### config.mk
export PLATFORM = sky130hd
export DESIGN_NAME = reversible_queue_with_search
export DESIGN_NICKNAME = d
export VERILOG_FILES = /design/src/hw/rtl/rqs_pkg.sv /design/src/hw/rtl/rqs_mem.sv /design/src/hw/rtl/reversible_queue_with_search.sv
export SDC_FILE = /design/constraint.sdc
export NUM_CORES = 1
export LEC_CHECK = 0
export BUFFER_PORTS_ARGS = -buffer_cell sky130_fd_sc_hd__buf_2
export CORE_ASPECT_RATIO = 1.5
export CORE_UTILIZATION = 45
export CTS_CLUSTER_SIZE = 14
export DETAILED_ROUTE_END_ITERATION = 12
export PLACE_DENSITY_LB_ADDON = 0.1
export SYNTH_ARGS = -nofsm -noshare
export SYNTH_HDL_FRONTEND = slang
export SYNTH_SLANG_ARGS = --single-unit
### constraint.sdc
create_clock -name clock -period 8.19 [get_ports clock]
set_input_delay 1.2285 -clock clock [delete_from_list [all_inputs] [get_ports clock]]
set_output_delay 1.2285 -clock clock [all_outputs]
set_load 0.01 [all_outputs]
### src/hw/rtl/rqs_pkg.sv
// ----------------------------------------------------------------------------
// rqs_pkg
// Shared widths, request and status codes and controller states for the
// reversible queue with search.
// ----------------------------------------------------------------------------
package rqs_pkg;

   localparam int DEPTH_DEFAULT = 16;

   localparam int TYPE_W   = 3;
   localparam int VALUE_W  = 32;
   localparam int STATUS_W = 2;
   localparam int OCC_W    = 5;

   // request codes
   localparam logic [TYPE_W-1:0] REQ_ENQUEUE = 3'd0;
   localparam logic [TYPE_W-1:0] REQ_DEQUEUE = 3'd1;
   localparam logic [TYPE_W-1:0] REQ_REVERSE = 3'd2;
   localparam logic [TYPE_W-1:0] REQ_SEARCH  = 3'd3;
   localparam logic [TYPE_W-1:0] REQ_UPDATE  = 3'd4;

   // status codes
   localparam logic [STATUS_W-1:0] STAT_OK        = 2'd0;
   localparam logic [STATUS_W-1:0] STAT_EMPTY     = 2'd1;
   localparam logic [STATUS_W-1:0] STAT_FULL      = 2'd2;
   localparam logic [STATUS_W-1:0] STAT_NOT_FOUND = 2'd3;

   typedef enum logic [1:0] {
      ST_IDLE,
      ST_DEQ,
      ST_SCAN,
      ST_DONE
   } rqs_state_type;

endpackage

### src/hw/rtl/rqs_mem.sv
// ----------------------------------------------------------------------------
// rqs_mem
// Entry store: one write port, one read port, read data registered.
// ----------------------------------------------------------------------------
module rqs_mem #(
   parameter int DEPTH = rqs_pkg::DEPTH_DEFAULT,
   parameter int IDX_W = $clog2(DEPTH)
) (
   input  logic                                clock,
   input  logic                                wr_en,
   input  logic [IDX_W-1:0]                    wr_addr,
   input  logic signed [rqs_pkg::VALUE_W-1:0]  wr_data,
   input  logic [IDX_W-1:0]                    rd_addr,
   output logic signed [rqs_pkg::VALUE_W-1:0]  rd_data
);

   logic signed [rqs_pkg::VALUE_W-1:0] mem_ff [DEPTH];
   logic signed [rqs_pkg::VALUE_W-1:0] rd_data_ff;

   always_ff @(posedge clock) begin
      if (wr_en) begin
         mem_ff[wr_addr] <= wr_data;
      end
      rd_data_ff <= mem_ff[rd_addr];
   end

   assign rd_data = rd_data_ff;

endmodule

### src/hw/rtl/reversible_queue_with_search.sv
// ----------------------------------------------------------------------------
// reversible_queue_with_search
// Bounded FIFO of signed 32-bit words in a ring with head pointer, count and
// direction bit; enqueue, dequeue, reverse, search and update-first-match.
// ----------------------------------------------------------------------------
// One request word is taken at a time and yields exactly one response word.
// Enqueue, reverse and ignored request codes go from idle straight to the
// done state, as do dequeue, search and update on an empty queue. Dequeue
// passes through the dequeue state, where the front entry read from the
// entry store returns. Search and update pass through the scan state, which
// reads one entry per cycle from the single read port of the entry store
// and stops at the first match counted from the front or at the last live
// entry. In the done state the result waits until the output register is
// free. A new request is taken as soon as the controller is idle, even
// while the last response still waits in the output register. Entries are
// never cleared; only live ring slots are ever compared or returned.
// ----------------------------------------------------------------------------
module reversible_queue_with_search #(
   parameter int DEPTH = rqs_pkg::DEPTH_DEFAULT
) (
   input  logic                                 clock,
   input  logic                                 reset,
   // request channel
   input  logic                                 req_valid,
   output logic                                 req_ready,
   input  logic [rqs_pkg::TYPE_W-1:0]           req_type,
   input  logic signed [rqs_pkg::VALUE_W-1:0]   req_value,
   input  logic signed [rqs_pkg::VALUE_W-1:0]   req_new_value,
   // response channel
   output logic                                 rsp_valid,
   input  logic                                 rsp_ready,
   output logic [rqs_pkg::STATUS_W-1:0]         rsp_status,
   output logic signed [rqs_pkg::VALUE_W-1:0]   rsp_data_out,
   output logic                                 rsp_found,
   output logic [rqs_pkg::OCC_W-1:0]            rsp_occupancy
);

   localparam int IDX_W = $clog2(DEPTH);
   localparam int CNT_W = $clog2(DEPTH + 1);
   localparam logic [IDX_W+1:0] DEPTH_EXT = (IDX_W + 2)'(DEPTH);
   localparam logic [CNT_W-1:0] DEPTH_CNT = CNT_W'(DEPTH);

   // Ring slot of logical position p counted from slot h, walking forward
   // or backward depending on the direction bit.
   function automatic logic [IDX_W-1:0] slot_of(input logic [IDX_W-1:0] h,
                                                 input logic [IDX_W:0]   p,
                                                 input logic             rev);
      logic [IDX_W+1:0] s;
      if (rev) begin
         s = {2'b00, h} + DEPTH_EXT - {1'b0, p};
      end else begin
         s = {2'b00, h} + {1'b0, p};
      end
      if (s >= DEPTH_EXT) begin
         s = s - DEPTH_EXT;
      end
      return s[IDX_W-1:0];
   endfunction

   localparam logic [IDX_W:0] ONE_POS = (IDX_W + 1)'(1);

   // controller state
   rqs_pkg::rqs_state_type state_ff, state_in;

   // queue descriptor
   logic [IDX_W-1:0] head_ff, head_in;
   logic [CNT_W-1:0] count_ff, count_in;
   logic             rev_ff, rev_in;

   // latched request
   logic [rqs_pkg::TYPE_W-1:0]         type_ff, type_in;
   logic signed [rqs_pkg::VALUE_W-1:0] value_ff, value_in;
   logic signed [rqs_pkg::VALUE_W-1:0] new_value_ff, new_value_in;

   // scan walker: slot and position whose data returns this cycle
   logic [IDX_W-1:0] scan_slot_ff, scan_slot_in;
   logic [CNT_W-1:0] scan_pos_ff, scan_pos_in;

   // pending result
   logic [rqs_pkg::STATUS_W-1:0]       res_status_ff, res_status_in;
   logic signed [rqs_pkg::VALUE_W-1:0] res_data_ff, res_data_in;
   logic                               res_found_ff, res_found_in;

   // output register
   logic                               rsp_valid_ff, rsp_valid_in;
   logic [rqs_pkg::STATUS_W-1:0]       rsp_status_ff, rsp_status_in;
   logic signed [rqs_pkg::VALUE_W-1:0] rsp_data_ff, rsp_data_in;
   logic                               rsp_found_ff, rsp_found_in;
   logic [rqs_pkg::OCC_W-1:0]          rsp_occ_ff, rsp_occ_in;

   // entry store ports
   logic                               mem_wr_en;
   logic [IDX_W-1:0]                   mem_wr_addr;
   logic signed [rqs_pkg::VALUE_W-1:0] mem_wr_data;
   logic [IDX_W-1:0]                   mem_rd_addr;
   logic signed [rqs_pkg::VALUE_W-1:0] mem_rd_data;

   logic req_accept;
   logic out_free;
   logic scan_match;
   logic scan_last;

   assign req_ready  = (state_ff == rqs_pkg::ST_IDLE);
   assign req_accept = req_valid && req_ready;
   assign out_free   = !rsp_valid_ff || rsp_ready;
   assign scan_match = (mem_rd_data == value_ff);
   assign scan_last  = (scan_pos_ff == count_ff - CNT_W'(1));

   rqs_mem #(
      .DEPTH (DEPTH),
      .IDX_W (IDX_W)
   ) u_mem (
      .clock   (clock),
      .wr_en   (mem_wr_en),
      .wr_addr (mem_wr_addr),
      .wr_data (mem_wr_data),
      .rd_addr (mem_rd_addr),
      .rd_data (mem_rd_data)
   );

   // Next state
   always_comb begin
      state_in = state_ff;
      case (state_ff)
         rqs_pkg::ST_IDLE: begin
            if (req_accept) begin
               case (req_type)
                  rqs_pkg::REQ_DEQUEUE: begin
                     state_in = (count_ff == '0) ? rqs_pkg::ST_DONE : rqs_pkg::ST_DEQ;
                  end
                  rqs_pkg::REQ_SEARCH,
                  rqs_pkg::REQ_UPDATE: begin
                     state_in = (count_ff == '0) ? rqs_pkg::ST_DONE : rqs_pkg::ST_SCAN;
                  end
                  default: begin
                     state_in = rqs_pkg::ST_DONE;
                  end
               endcase
            end
         end
         rqs_pkg::ST_DEQ: begin
            state_in = rqs_pkg::ST_DONE;
         end
         rqs_pkg::ST_SCAN: begin
            if (scan_match || scan_last) begin
               state_in = rqs_pkg::ST_DONE;
            end
         end
         rqs_pkg::ST_DONE: begin
            if (out_free) begin
               state_in = rqs_pkg::ST_IDLE;
            end
         end
         default: begin
            state_in = rqs_pkg::ST_IDLE;
         end
      endcase
   end

   // Datapath and outputs
   always_comb begin
      head_in       = head_ff;
      count_in      = count_ff;
      rev_in        = rev_ff;
      type_in       = type_ff;
      value_in      = value_ff;
      new_value_in  = new_value_ff;
      scan_slot_in  = scan_slot_ff;
      scan_pos_in   = scan_pos_ff;
      res_status_in = res_status_ff;
      res_data_in   = res_data_ff;
      res_found_in  = res_found_ff;
      rsp_valid_in  = rsp_valid_ff && !rsp_ready;
      rsp_status_in = rsp_status_ff;
      rsp_data_in   = rsp_data_ff;
      rsp_found_in  = rsp_found_ff;
      rsp_occ_in    = rsp_occ_ff;
      mem_wr_en     = 1'b0;
      mem_wr_addr   = slot_of(head_ff, (IDX_W + 1)'(count_ff), rev_ff);
      mem_wr_data   = req_value;
      // the walker reads ahead; in idle, point at the front
      mem_rd_addr   = (state_ff == rqs_pkg::ST_IDLE) ? head_ff
                                                     : slot_of(scan_slot_ff, ONE_POS, rev_ff);

      case (state_ff)
         rqs_pkg::ST_IDLE: begin
            if (req_accept) begin
               type_in       = req_type;
               value_in      = req_value;
               new_value_in  = req_new_value;
               res_status_in = rqs_pkg::STAT_OK;
               res_data_in   = '0;
               res_found_in  = 1'b0;
               scan_slot_in  = head_ff;
               scan_pos_in   = '0;
               case (req_type)
                  rqs_pkg::REQ_ENQUEUE: begin
                     if (count_ff == DEPTH_CNT) begin
                        res_status_in = rqs_pkg::STAT_FULL;
                     end else begin
                        mem_wr_en = 1'b1;
                        count_in  = count_ff + CNT_W'(1);
                     end
                  end
                  rqs_pkg::REQ_DEQUEUE: begin
                     // front read is in flight; advance head now
                     if (count_ff == '0) begin
                        res_status_in = rqs_pkg::STAT_EMPTY;
                     end else begin
                        head_in  = slot_of(head_ff, ONE_POS, rev_ff);
                        count_in = count_ff - CNT_W'(1);
                     end
                  end
                  rqs_pkg::REQ_REVERSE: begin
                     // rear becomes front, flip direction
                     if (count_ff == '0) begin
                        res_status_in = rqs_pkg::STAT_EMPTY;
                     end else begin
                        head_in = slot_of(head_ff, (IDX_W + 1)'(count_ff - CNT_W'(1)), rev_ff);
                        rev_in  = !rev_ff;
                     end
                  end
                  rqs_pkg::REQ_SEARCH,
                  rqs_pkg::REQ_UPDATE: begin
                     if (count_ff == '0) begin
                        res_status_in = rqs_pkg::STAT_NOT_FOUND;
                     end
                  end
                  default: begin
                  end
               endcase
            end
         end
         rqs_pkg::ST_DEQ: begin
            res_data_in = mem_rd_data;
         end
         rqs_pkg::ST_SCAN: begin
            if (scan_match) begin
               res_found_in = 1'b1;
               if (type_ff == rqs_pkg::REQ_UPDATE) begin
                  mem_wr_en   = 1'b1;
                  mem_wr_addr = scan_slot_ff;
                  mem_wr_data = new_value_ff;
               end
            end else if (scan_last) begin
               res_status_in = rqs_pkg::STAT_NOT_FOUND;
            end else begin
               // advance to the next slot
               scan_slot_in = slot_of(scan_slot_ff, ONE_POS, rev_ff);
               scan_pos_in  = scan_pos_ff + CNT_W'(1);
            end
         end
         rqs_pkg::ST_DONE: begin
            // hold until the output register is free
            if (out_free) begin
               rsp_valid_in  = 1'b1;
               rsp_status_in = res_status_ff;
               rsp_data_in   = res_data_ff;
               rsp_found_in  = res_found_ff;
               rsp_occ_in    = rqs_pkg::OCC_W'(count_ff);
            end
         end
         default: begin
         end
      endcase
   end

   always_ff @(posedge clock) begin
      if (reset) begin
         state_ff     <= rqs_pkg::ST_IDLE;
         head_ff      <= '0;
         count_ff     <= '0;
         rev_ff       <= 1'b0;
         rsp_valid_ff <= 1'b0;
      end else begin
         state_ff     <= state_in;
         head_ff      <= head_in;
         count_ff     <= count_in;
         rev_ff       <= rev_in;
         rsp_valid_ff <= rsp_valid_in;
      end
   end

   always_ff @(posedge clock) begin
      type_ff       <= type_in;
      value_ff      <= value_in;
      new_value_ff  <= new_value_in;
      scan_slot_ff  <= scan_slot_in;
      scan_pos_ff   <= scan_pos_in;
      res_status_ff <= res_status_in;
      res_data_ff   <= res_data_in;
      res_found_ff  <= res_found_in;
      rsp_status_ff <= rsp_status_in;
      rsp_data_ff   <= rsp_data_in;
      rsp_found_ff  <= rsp_found_in;
      rsp_occ_ff    <= rsp_occ_in;
   end

   assign rsp_valid     = rsp_valid_ff;
   assign rsp_status    = rsp_status_ff;
   assign rsp_data_out  = rsp_data_ff;
   assign rsp_found     = rsp_found_ff;
   assign rsp_occupancy = rsp_occ_ff;

endmodule

==> results of run 1 <==
-- routing by layer --
| layer | wire length, um | GRT usage, % |
|---|---|---|
| met4 | 1840 | 7.81 |
| met5 | 0 | 0 |
| met3 | 3340 | 3.72 |
| met1 | 25800 | 26.3 |
| met2 | 34500 | 37.6 |
-- worst max path at each step --
stage,startpoint,to,slack (ps),depth (start not counted)
finish,state_ff[0],u_mem.mem_ff[5][7],3430,8
global route,state_ff[0],u_mem.mem_ff[5][31],3040,8
CTS,state_ff[0],u_mem.mem_ff[5][7],3410,8
detailed placement,req_valid,u_mem.mem_ff[5][5],3310,7
global placement,req_valid,u_mem.mem_ff[5][5],3360,7
floorplan,req_valid,u_mem.mem_ff[8][0],1370,5
-- state kept, by name, indices dropped and copies added (netlist names) --
name           cells
rsp_status         2
count_ff           5
rsp_occupancy      5
res_data_ff       32
rsp_valid          1
head_ff            4
u_mem.rd_data     32
scan_pos_ff        5
value_ff          32
scan_slot_ff       4
new_value_ff      32
type_ff            3
res_status_ff      2
u_mem.mem_ff     512
state_ff           2
res_found_ff       1
rsp_data_out      32
rev_ff             1
rsp_found          1
-- placed cells by master (no fill, tap or decap), types with 22 or more instances in the layout --
master                      count
sky130_fd_sc_hd__mux4_1       106
sky130_fd_sc_hd__ha_1          23
sky130_fd_sc_hd__mux4_2        22
sky130_fd_sc_hd__dfxtp_1       45
sky130_fd_sc_hd__nand2_1       56
sky130_fd_sc_hd__mux2_2        35
sky130_fd_sc_hd__clkbuf_16     72
sky130_fd_sc_hd__clkbuf_1      24
sky130_fd_sc_hd__edfxtp_1     663
sky130_fd_sc_hd__buf_4         27
sky130_fd_sc_hd__xnor2_1       51
sky130_fd_sc_hd__buf_2        112
sky130_fd_sc_hd__and2_1        38
sky130_fd_sc_hd__a22oi_1       64
sky130_fd_sc_hd__nor2_1        29
-- cells by family (layout without fill, tap and decap cells) --
logic type / after synthesis / count (layout)
adder cells (fa/ha/maj): 27 / 27
buffers and inverters: 81 / 279
AND/OR/NAND/NOR: 178 / 178
flip-flops: 708 / 708
multiplexers: 174 / 174
AO/OA/AOI/OAI: 133 / 133
XOR/XNOR: 59 / 59
-- stage by stage --
step	std cells	setup slack [ps]	hold WS, ps	area, um2	power [uW]
2_1_floorplan	1360	1370	400	27700	6220
6_report	2349	3430	417	31600	10100
5_1_grt	2349	3040	418	31600	10500
3_5_place_dp	2225	3310	405	29500	7120
3_3_place_gp	2225	3360	402	29500	7120
4_1_cts	2349	3410	418	31600	10200
-- power by group --
part / internal [uW] / switching, uW
registers: 4350 / 160
logic: 1000 / 1480
clock network: 1750 / 1320
total: 7100 / 2970
-- final cells by class --
class | count | share of cell area [%]
clock inverter | 24 | 0.681
timing repair buffer | 140 | 2.48
clock buffer | 100 | 6.16
sequential | 708 | 65.8
tap | 791 | 3.13
multi-input combinational | 571 | 21.6
inverter | 15 | 0.178
-- worst max-delay path, cell delays in order, from the launching register on --
cell and delay (ps):
sky130_fd_sc_hd__dfxtp_1 340, sky130_fd_sc_hd__inv_1 90, sky130_fd_sc_hd__ha_1 670, sky130_fd_sc_hd__and2_4 520, sky130_fd_sc_hd__nand2_1 160, sky130_fd_sc_hd__a211oi_1 830, sky130_fd_sc_hd__nand4_1 550, sky130_fd_sc_hd__o22ai_4 780
sky130_fd_sc_hd__buf_4 470
==> metrics.log, run 1 <==
INFO  metric relative_slew_margins = 16.3%
INFO  metric synth_edf_count = 663
INFO  metric timing.reg2reg.setup_slack = 3430 ps
INFO  metric cts_root_buffer = sky130_fd_sc_hd__clkbuf_16
INFO  metric main_combinational_cell_family_by_area_after_synthesis = multiplexers
INFO  metric mappedNetlistArea = 27700 um2
INFO  metric cts_buffer_depth = 3
INFO  metric cp_data_required_time = 8450 ps
INFO  metric clk_transition_reported_paths = 60 ps
INFO  metric hold-path-endpoint = rsp_data_out[8]
INFO  metric grtUsageTotal = 21.4%
INFO  metric cts-resized-gates = 0
INFO  metric insertion_delay = 610 ps
INFO  metric initial_utilization = 45.5%
INFO  metric postCtsSetupBuffers = 0
INFO  metric pin_count = 113
INFO  metric crit-reg2reg-launch = state_ff[0]
INFO  metric timing.hold.worst.class = reg -> reg
INFO  metric floorplan_die_height = 306 um
INFO  metric synth_cells = 1360
INFO  metric detail_route.wirelength = 65400 um
INFO  metric hold_buffers = 0
INFO  metric ys_dominant_reg_cell = sky130_fd_sc_hd__edfxtp_1
INFO  metric holdCritStartpoint = res_data_ff[8]
INFO  metric vias_per_cell = 5.69
INFO  metric area_delta_synth_final = 14.0%
INFO  metric core_area = 61000 um2
INFO  metric antenna_cells_inserted = 0
INFO  metric summed_negative_setup_slack_over_all_endpoints = 0 ps
INFO  metric max-vdd-ir-drop = 0.218 mV
INFO  metric synth-warning-count = 0
INFO  metric hold_depth = 0
INFO  metric finalWorstPathRequiredPeriod = 4760 ps
INFO  metric p_per_cell_area = 319 nW/um2
INFO  metric gp_routability_congestion = 0.770
INFO  metric synth_simple_gate_area_share = 3.25%
INFO  metric cp.arrival = 5020 ps
INFO  metric rsz0062_at_grt = no
INFO  metric synthesis.nets = 1458
INFO  metric yosys_register_bits = 708
INFO  metric utilization_of_the_core_after_routing = 51.9%
INFO  metric seq_area = 20800 um2
INFO  metric ys_top_cells_by_area = sky130_fd_sc_hd__edfxtp_1 72%, sky130_fd_sc_hd__mux4_1 10%, sky130_fd_sc_hd__dfxtp_1 3.2%
INFO  metric detailed_route_via_count = 13400
INFO  metric drt-pass1-iter-count = 5
INFO  metric detail_route.drc_violations = 0
INFO  metric placed_wire_length_estimate = 38000 um
INFO  metric seq_area_frac_synth = 75.0%
INFO  metric wire_length_of_the_first_global_routing_pass = 95000 um
INFO  metric yosys.area_share.xor_xnor = 1.89%
INFO  metric path_class = reg -> reg
INFO  metric leakage_dissipation = 0.0106 uW
INFO  metric detail_route.wl_per_cell = 27.9 um
INFO  metric netlist.top_cell.by_area = sky130_fd_sc_hd__edfxtp_1
INFO  metric synth_compound_area_share = 3.36%
INFO  metric regToRegEndpoint = u_mem.mem_ff[5][7]
INFO  metric yosys-top-cells-count = 663 x sky130_fd_sc_hd__edfxtp_1, 106 x sky130_fd_sc_hd__mux4_1, 64 x sky130_fd_sc_hd__a22oi_1
INFO  metric async_reset_ff_share = 0%
INFO  metric portion_of_the_clock_cycle_consumed_by_the_worst_path_in_the_final_layout = 58.2%
INFO  metric yosysTopAreaCellShare = 71.8%
INFO  metric detail-route-antenna-nets = 0
INFO  metric synthAdderAreaFrac = 1.33%
INFO  metric max-cap-violations = 0
INFO  metric synthDistinctLibCells = 52
INFO  metric post-synth-top-count-cell = sky130_fd_sc_hd__edfxtp_1
INFO  metric timing.final.hold_violations = 0
INFO  metric number_of_antenna_violations_at_the_first_check_in_global_routing = 1
INFO  metric fin_skew = 21.5 ps
INFO  metric cts_sinks = 708
INFO  metric fp-row-count = 111
INFO  metric run_status = complete, no violations
INFO  metric synth.area.mux_share = 13.7%
INFO  metric fillerInstances = 4841
INFO  metric design.die.area = 62700 um2
INFO  metric footprint_of_the_multi_input_gates = 6810 um2
INFO  metric worst_pin_slew = 1260 ps
INFO  metric grt_overflow_total = 0
INFO  metric cts_tree = built
INFO  metric reg2reg_depth = 8
INFO  metric final_net_count = 1602
INFO  metric placement.io_buffers = 112
INFO  metric end_kind = flip-flop
INFO  metric post_route_cells_drive_above_1_share = 20.5%
INFO  metric num_cts_buffers = 68
INFO  metric setup-violations-final = 0
INFO  metric setup.worst_path.start_class = flip-flop
INFO  metric syn-mean-instance-area = 20.4 um2
INFO  metric largest_net_degree_at_the_start_of_global_routing = 129
INFO  metric timing.final.max_slew_violations = 0
INFO  metric die_width = 205 um
INFO  metric first_global_vias = 14100
INFO  metric h-tree-depth = 3
INFO  metric fmax = 210 MHz
INFO  metric dr.first_iter.drc_count = 1065
INFO  metric path_max_fanout = 23
Note: power is estimated with default switching activity, not from simulation.
==> run 2: changes to the inputs <==
clock period = 4.8 ns   (was 8.19 ns; I/O delays follow)
==> run 2 against run 1 <==
Combinational power rose by 73%; non-clock buffer count is 18 higher; largest cell class unchanged; critical path type unchanged; highest routed layer unchanged; die area unchanged; critical endpoint is now u_mem.mem_ff[4][10]; worst setup slack lost 2400 ps; final cell count increased by 0.85%.
==> metrics.log, run 2 (synthesized netlist as in run 1, its figures left out) <==
INFO  metric run_status = complete, no violations (unchanged)
INFO  metric detail_route.wirelength = 65500 um (was 65400 um)
INFO  metric critical-path-max-stage-delay = 570 ps (was 830 ps)
INFO  metric cp_data_required_time = 5110 ps (was 8450 ps)
INFO  metric cts_tree = built (unchanged)
INFO  metric worst_hold_slack = 273 ps (was 417 ps)
INFO  metric h-tree-depth = 3 (unchanged)
INFO  metric setup.worst_path.start_class = flip-flop (unchanged)
INFO  metric cp.arrival = 4120 ps (was 5020 ps)
INFO  metric cts_sinks = 708 (unchanged)
INFO  metric antenna_cells_inserted = 0 (unchanged)
INFO  metric clk_transition_reported_paths = 70 ps (was 60 ps)
INFO  metric portion_of_the_clock_cycle_consumed_by_the_worst_path_in_the_final_layout = 79.3% (was 58.2%)
INFO  metric hold_buffers = 0 (unchanged)
INFO  metric detail_route.wl_per_cell = 27.6 um (was 27.9 um)
INFO  metric detail-route-antenna-nets = 0 (unchanged)
INFO  metric worstSetupEndpoint = u_mem.mem_ff[4][10] (was u_mem.mem_ff[5][7])
INFO  metric timing.final.max_slew_violations = 0 (unchanged)
INFO  metric netSwitchingFraction = 29.0% (was 29.4%)
INFO  metric fillerInstances = 4824 (was 4841)
INFO  metric vias_per_cell = 5.64 (was 5.69)
INFO  metric design.die.area = 62700 um2 (unchanged)
INFO  metric internal_power = 12500 uW (was 7100 uW)
INFO  metric die_width = 205 um (unchanged)
INFO  metric wire_length_of_the_first_global_routing_pass = 94200 um (was 95000 um)
INFO  metric grtUsageTotal = 21.3% (was 21.4%)
INFO  metric fin_skew = 19.3 ps (was 21.5 ps)
INFO  metric cp.buffers_inverters = 3 (was 2)
INFO  metric cts_buffer_depth = 3 (unchanged)
INFO  metric worstPathCellList = xnor2_1 -> nand4_1 -> nor4_1 -> buf_4 -> nand4_1 -> buf_4 -> or3_1 -> o22ai_4 -> buf_12 (was inv_1 -> ha_1 -> and2_4 -> nand2_1 -> a211oi_1 -> nand4_1 -> o22ai_4 -> buf_4)
INFO  metric detailed_route_via_count = 13400 (unchanged)
INFO  metric regMostFlops = u_mem.mem_ff (unchanged)
INFO  metric final_net_count = 1621 (was 1602)
INFO  metric dr.first_iter.drc_count = 885 (was 1065)
INFO  metric largest_net_degree_at_the_start_of_global_routing = 82 (was 129)
INFO  metric end_kind = flip-flop (unchanged)
INFO  metric utilization_of_the_core_after_routing = 52.6% (was 51.9%)
INFO  metric leakage_dissipation = 0.0108 uW (was 0.0106 uW)
INFO  metric power = 17500 uW (was 10100 uW)
INFO  metric crit_start = u_mem.rd_data[26] (was state_ff[0])
INFO  metric cts_root_buffer = sky130_fd_sc_hd__clkbuf_16 (unchanged)
INFO  metric core_area = 61000 um2 (unchanged)
INFO  metric max-cap-violations = 0 (unchanged)
INFO  metric fp-row-count = 111 (unchanged)
INFO  metric worst-path-stages = 9 (was 8)
INFO  metric placed_wire_length_estimate = 39600 um (was 38000 um)
INFO  metric detail_route.drc_violations = 0 (unchanged)
INFO  metric insertion_delay = 620 ps (was 610 ps)
INFO  metric seq_area = 20800 um2 (unchanged)
INFO  metric clock_power_share = 31.6% (was 30.5%)
INFO  metric crit-reg2reg-launch = u_mem.rd_data[26] (was state_ff[0])
INFO  metric pin_count = 113 (unchanged)
INFO  metric combinationalPowerShare = 24.6% (was 24.7%)
INFO  metric crit_family = simple AND/OR/NAND/NOR gates (was compound AO/OA/AOI/OAI gates)
INFO  metric setup-violations-final = 0 (unchanged)
INFO  metric drt-pass1-iter-count = 5 (unchanged)
INFO  metric switching_power = 5090 uW (was 2970 uW)
INFO  metric timing.hold.worst.class = in -> reg (was reg -> reg)
INFO  metric placement.io_buffers = 112 (unchanged)
INFO  metric grt_overflow_total = 0 (unchanged)
INFO  metric seq_power_share = 43.8% (was 44.8%)
INFO  metric relative_slew_margins = 24.3% (was 16.3%)
INFO  metric number_of_antenna_violations_at_the_first_check_in_global_routing = 2 (was 1)
INFO  metric gp_routability_congestion = 0.782 (was 0.770)
INFO  metric cts-resized-gates = 0 (unchanged)
INFO  metric timing.reg2reg.setup_slack = 1000 ps (was 3430 ps)
INFO  metric rsz0062_at_grt = no (unchanged)
INFO  metric timing.final.hold_violations = 0 (unchanged)
INFO  metric layout_commonest_cell = sky130_fd_sc_hd__edfxtp_1 (unchanged)
INFO  metric summed_negative_setup_slack_over_all_endpoints = 0 ps (unchanged)
INFO  metric cp_slowest_cell = sky130_fd_sc_hd__o22ai_4 (was sky130_fd_sc_hd__a211oi_1)
INFO  metric footprint_of_the_multi_input_gates = 6810 um2 (unchanged)
INFO  metric num_cts_buffers = 69 (was 68)
INFO  metric most-common-layout-cells = 663 x sky130_fd_sc_hd__edfxtp_1, 112 x sky130_fd_sc_hd__buf_2, 106 x sky130_fd_sc_hd__mux4_1 (unchanged)
INFO  metric fmax = 263 MHz (was 210 MHz)
INFO  metric finalWorstPathRequiredPeriod = 3800 ps (was 4760 ps)
INFO  metric worst_pin_slew = 1140 ps (was 1260 ps)
INFO  metric area_delta_synth_final = 15.5% (was 14.0%)
INFO  metric first_global_vias = 14000 (was 14100)
INFO  metric reg2reg_depth = 9 (was 8)
INFO  metric initial_utilization = 45.5% (unchanged)
INFO  metric postCtsSetupBuffers = 0 (unchanged)
INFO  metric floorplan_die_height = 306 um (unchanged)
INFO  metric regToRegEndpoint = u_mem.mem_ff[4][10] (was u_mem.mem_ff[5][7])
INFO  metric path_max_fanout = 29 (was 23)
INFO  metric path_class = reg -> reg (unchanged)
INFO  metric max-vdd-ir-drop = 0.352 mV (was 0.218 mV)
INFO  metric flip_flop_count_of_the_largest_register_all_copies_and_words_added = 512 (unchanged)
INFO  metric p_per_cell_area = 548 nW/um2 (was 319 nW/um2)
INFO  metric post_route_cells_drive_above_1_share = 22.1% (was 20.5%)
[run 2: power groups by stage]
stage	sequential [uW]	clock [uW]	combinational [uW]
floorplan	7740	0	2870
global placement	7820	0	4350
detailed placement	7830	0	4380
CTS	7700	5670	4400
global route	7740	5880	4590
finish	7690	5540	4310
[run 2: metrics by stage]
step / instance area (um2) / worst slack (ps) / instances
final: 32000 / 996 / 2369
after global routing: 32000 / 808 / 2369
after CTS: 32000 / 919 / 2369
after detailed placement: 29700 / 958 / 2243
after global placement: 29700 / 994 / 2243
after floorplan: 27800 / 160 / 1360
[run 2: cell type report]
| class | instances | area share (%) |
|---|---|---|
| flip-flops and latches | 708 | 64.9 |
| repair buffers | 158 | 3.26 |
| clock buffers | 97 | 6.26 |
| inverters | 15 | 0.176 |
| clock inverters | 29 | 1.00 |
| multi-input cells | 571 | 21.3 |
| well taps | 791 | 3.09 |
[run 2: worst min path at each step]
stage | start | to | depth (start not counted)
CTS | req_new_value[8] | new_value_ff[8] | 1
global route | req_new_value[8] | new_value_ff[8] | 1
detailed placement | res_data_ff[11] | rsp_data_out[11] | 0
finish | req_new_value[31] | new_value_ff[31] | 1
global placement | res_data_ff[0] | rsp_data_out[0] | 0
floorplan | res_data_ff[0] | rsp_data_out[0] | 0
[run 2: routing by layer]
metal	vias to the layer above	global-route usage, %	wire length (um)
met1	7011	26.4	26300
met2	336	37.3	34400
met4	0	8.35	1940
met5	-	0	0
met3	96	3.15	2810
li1	5919	-	-
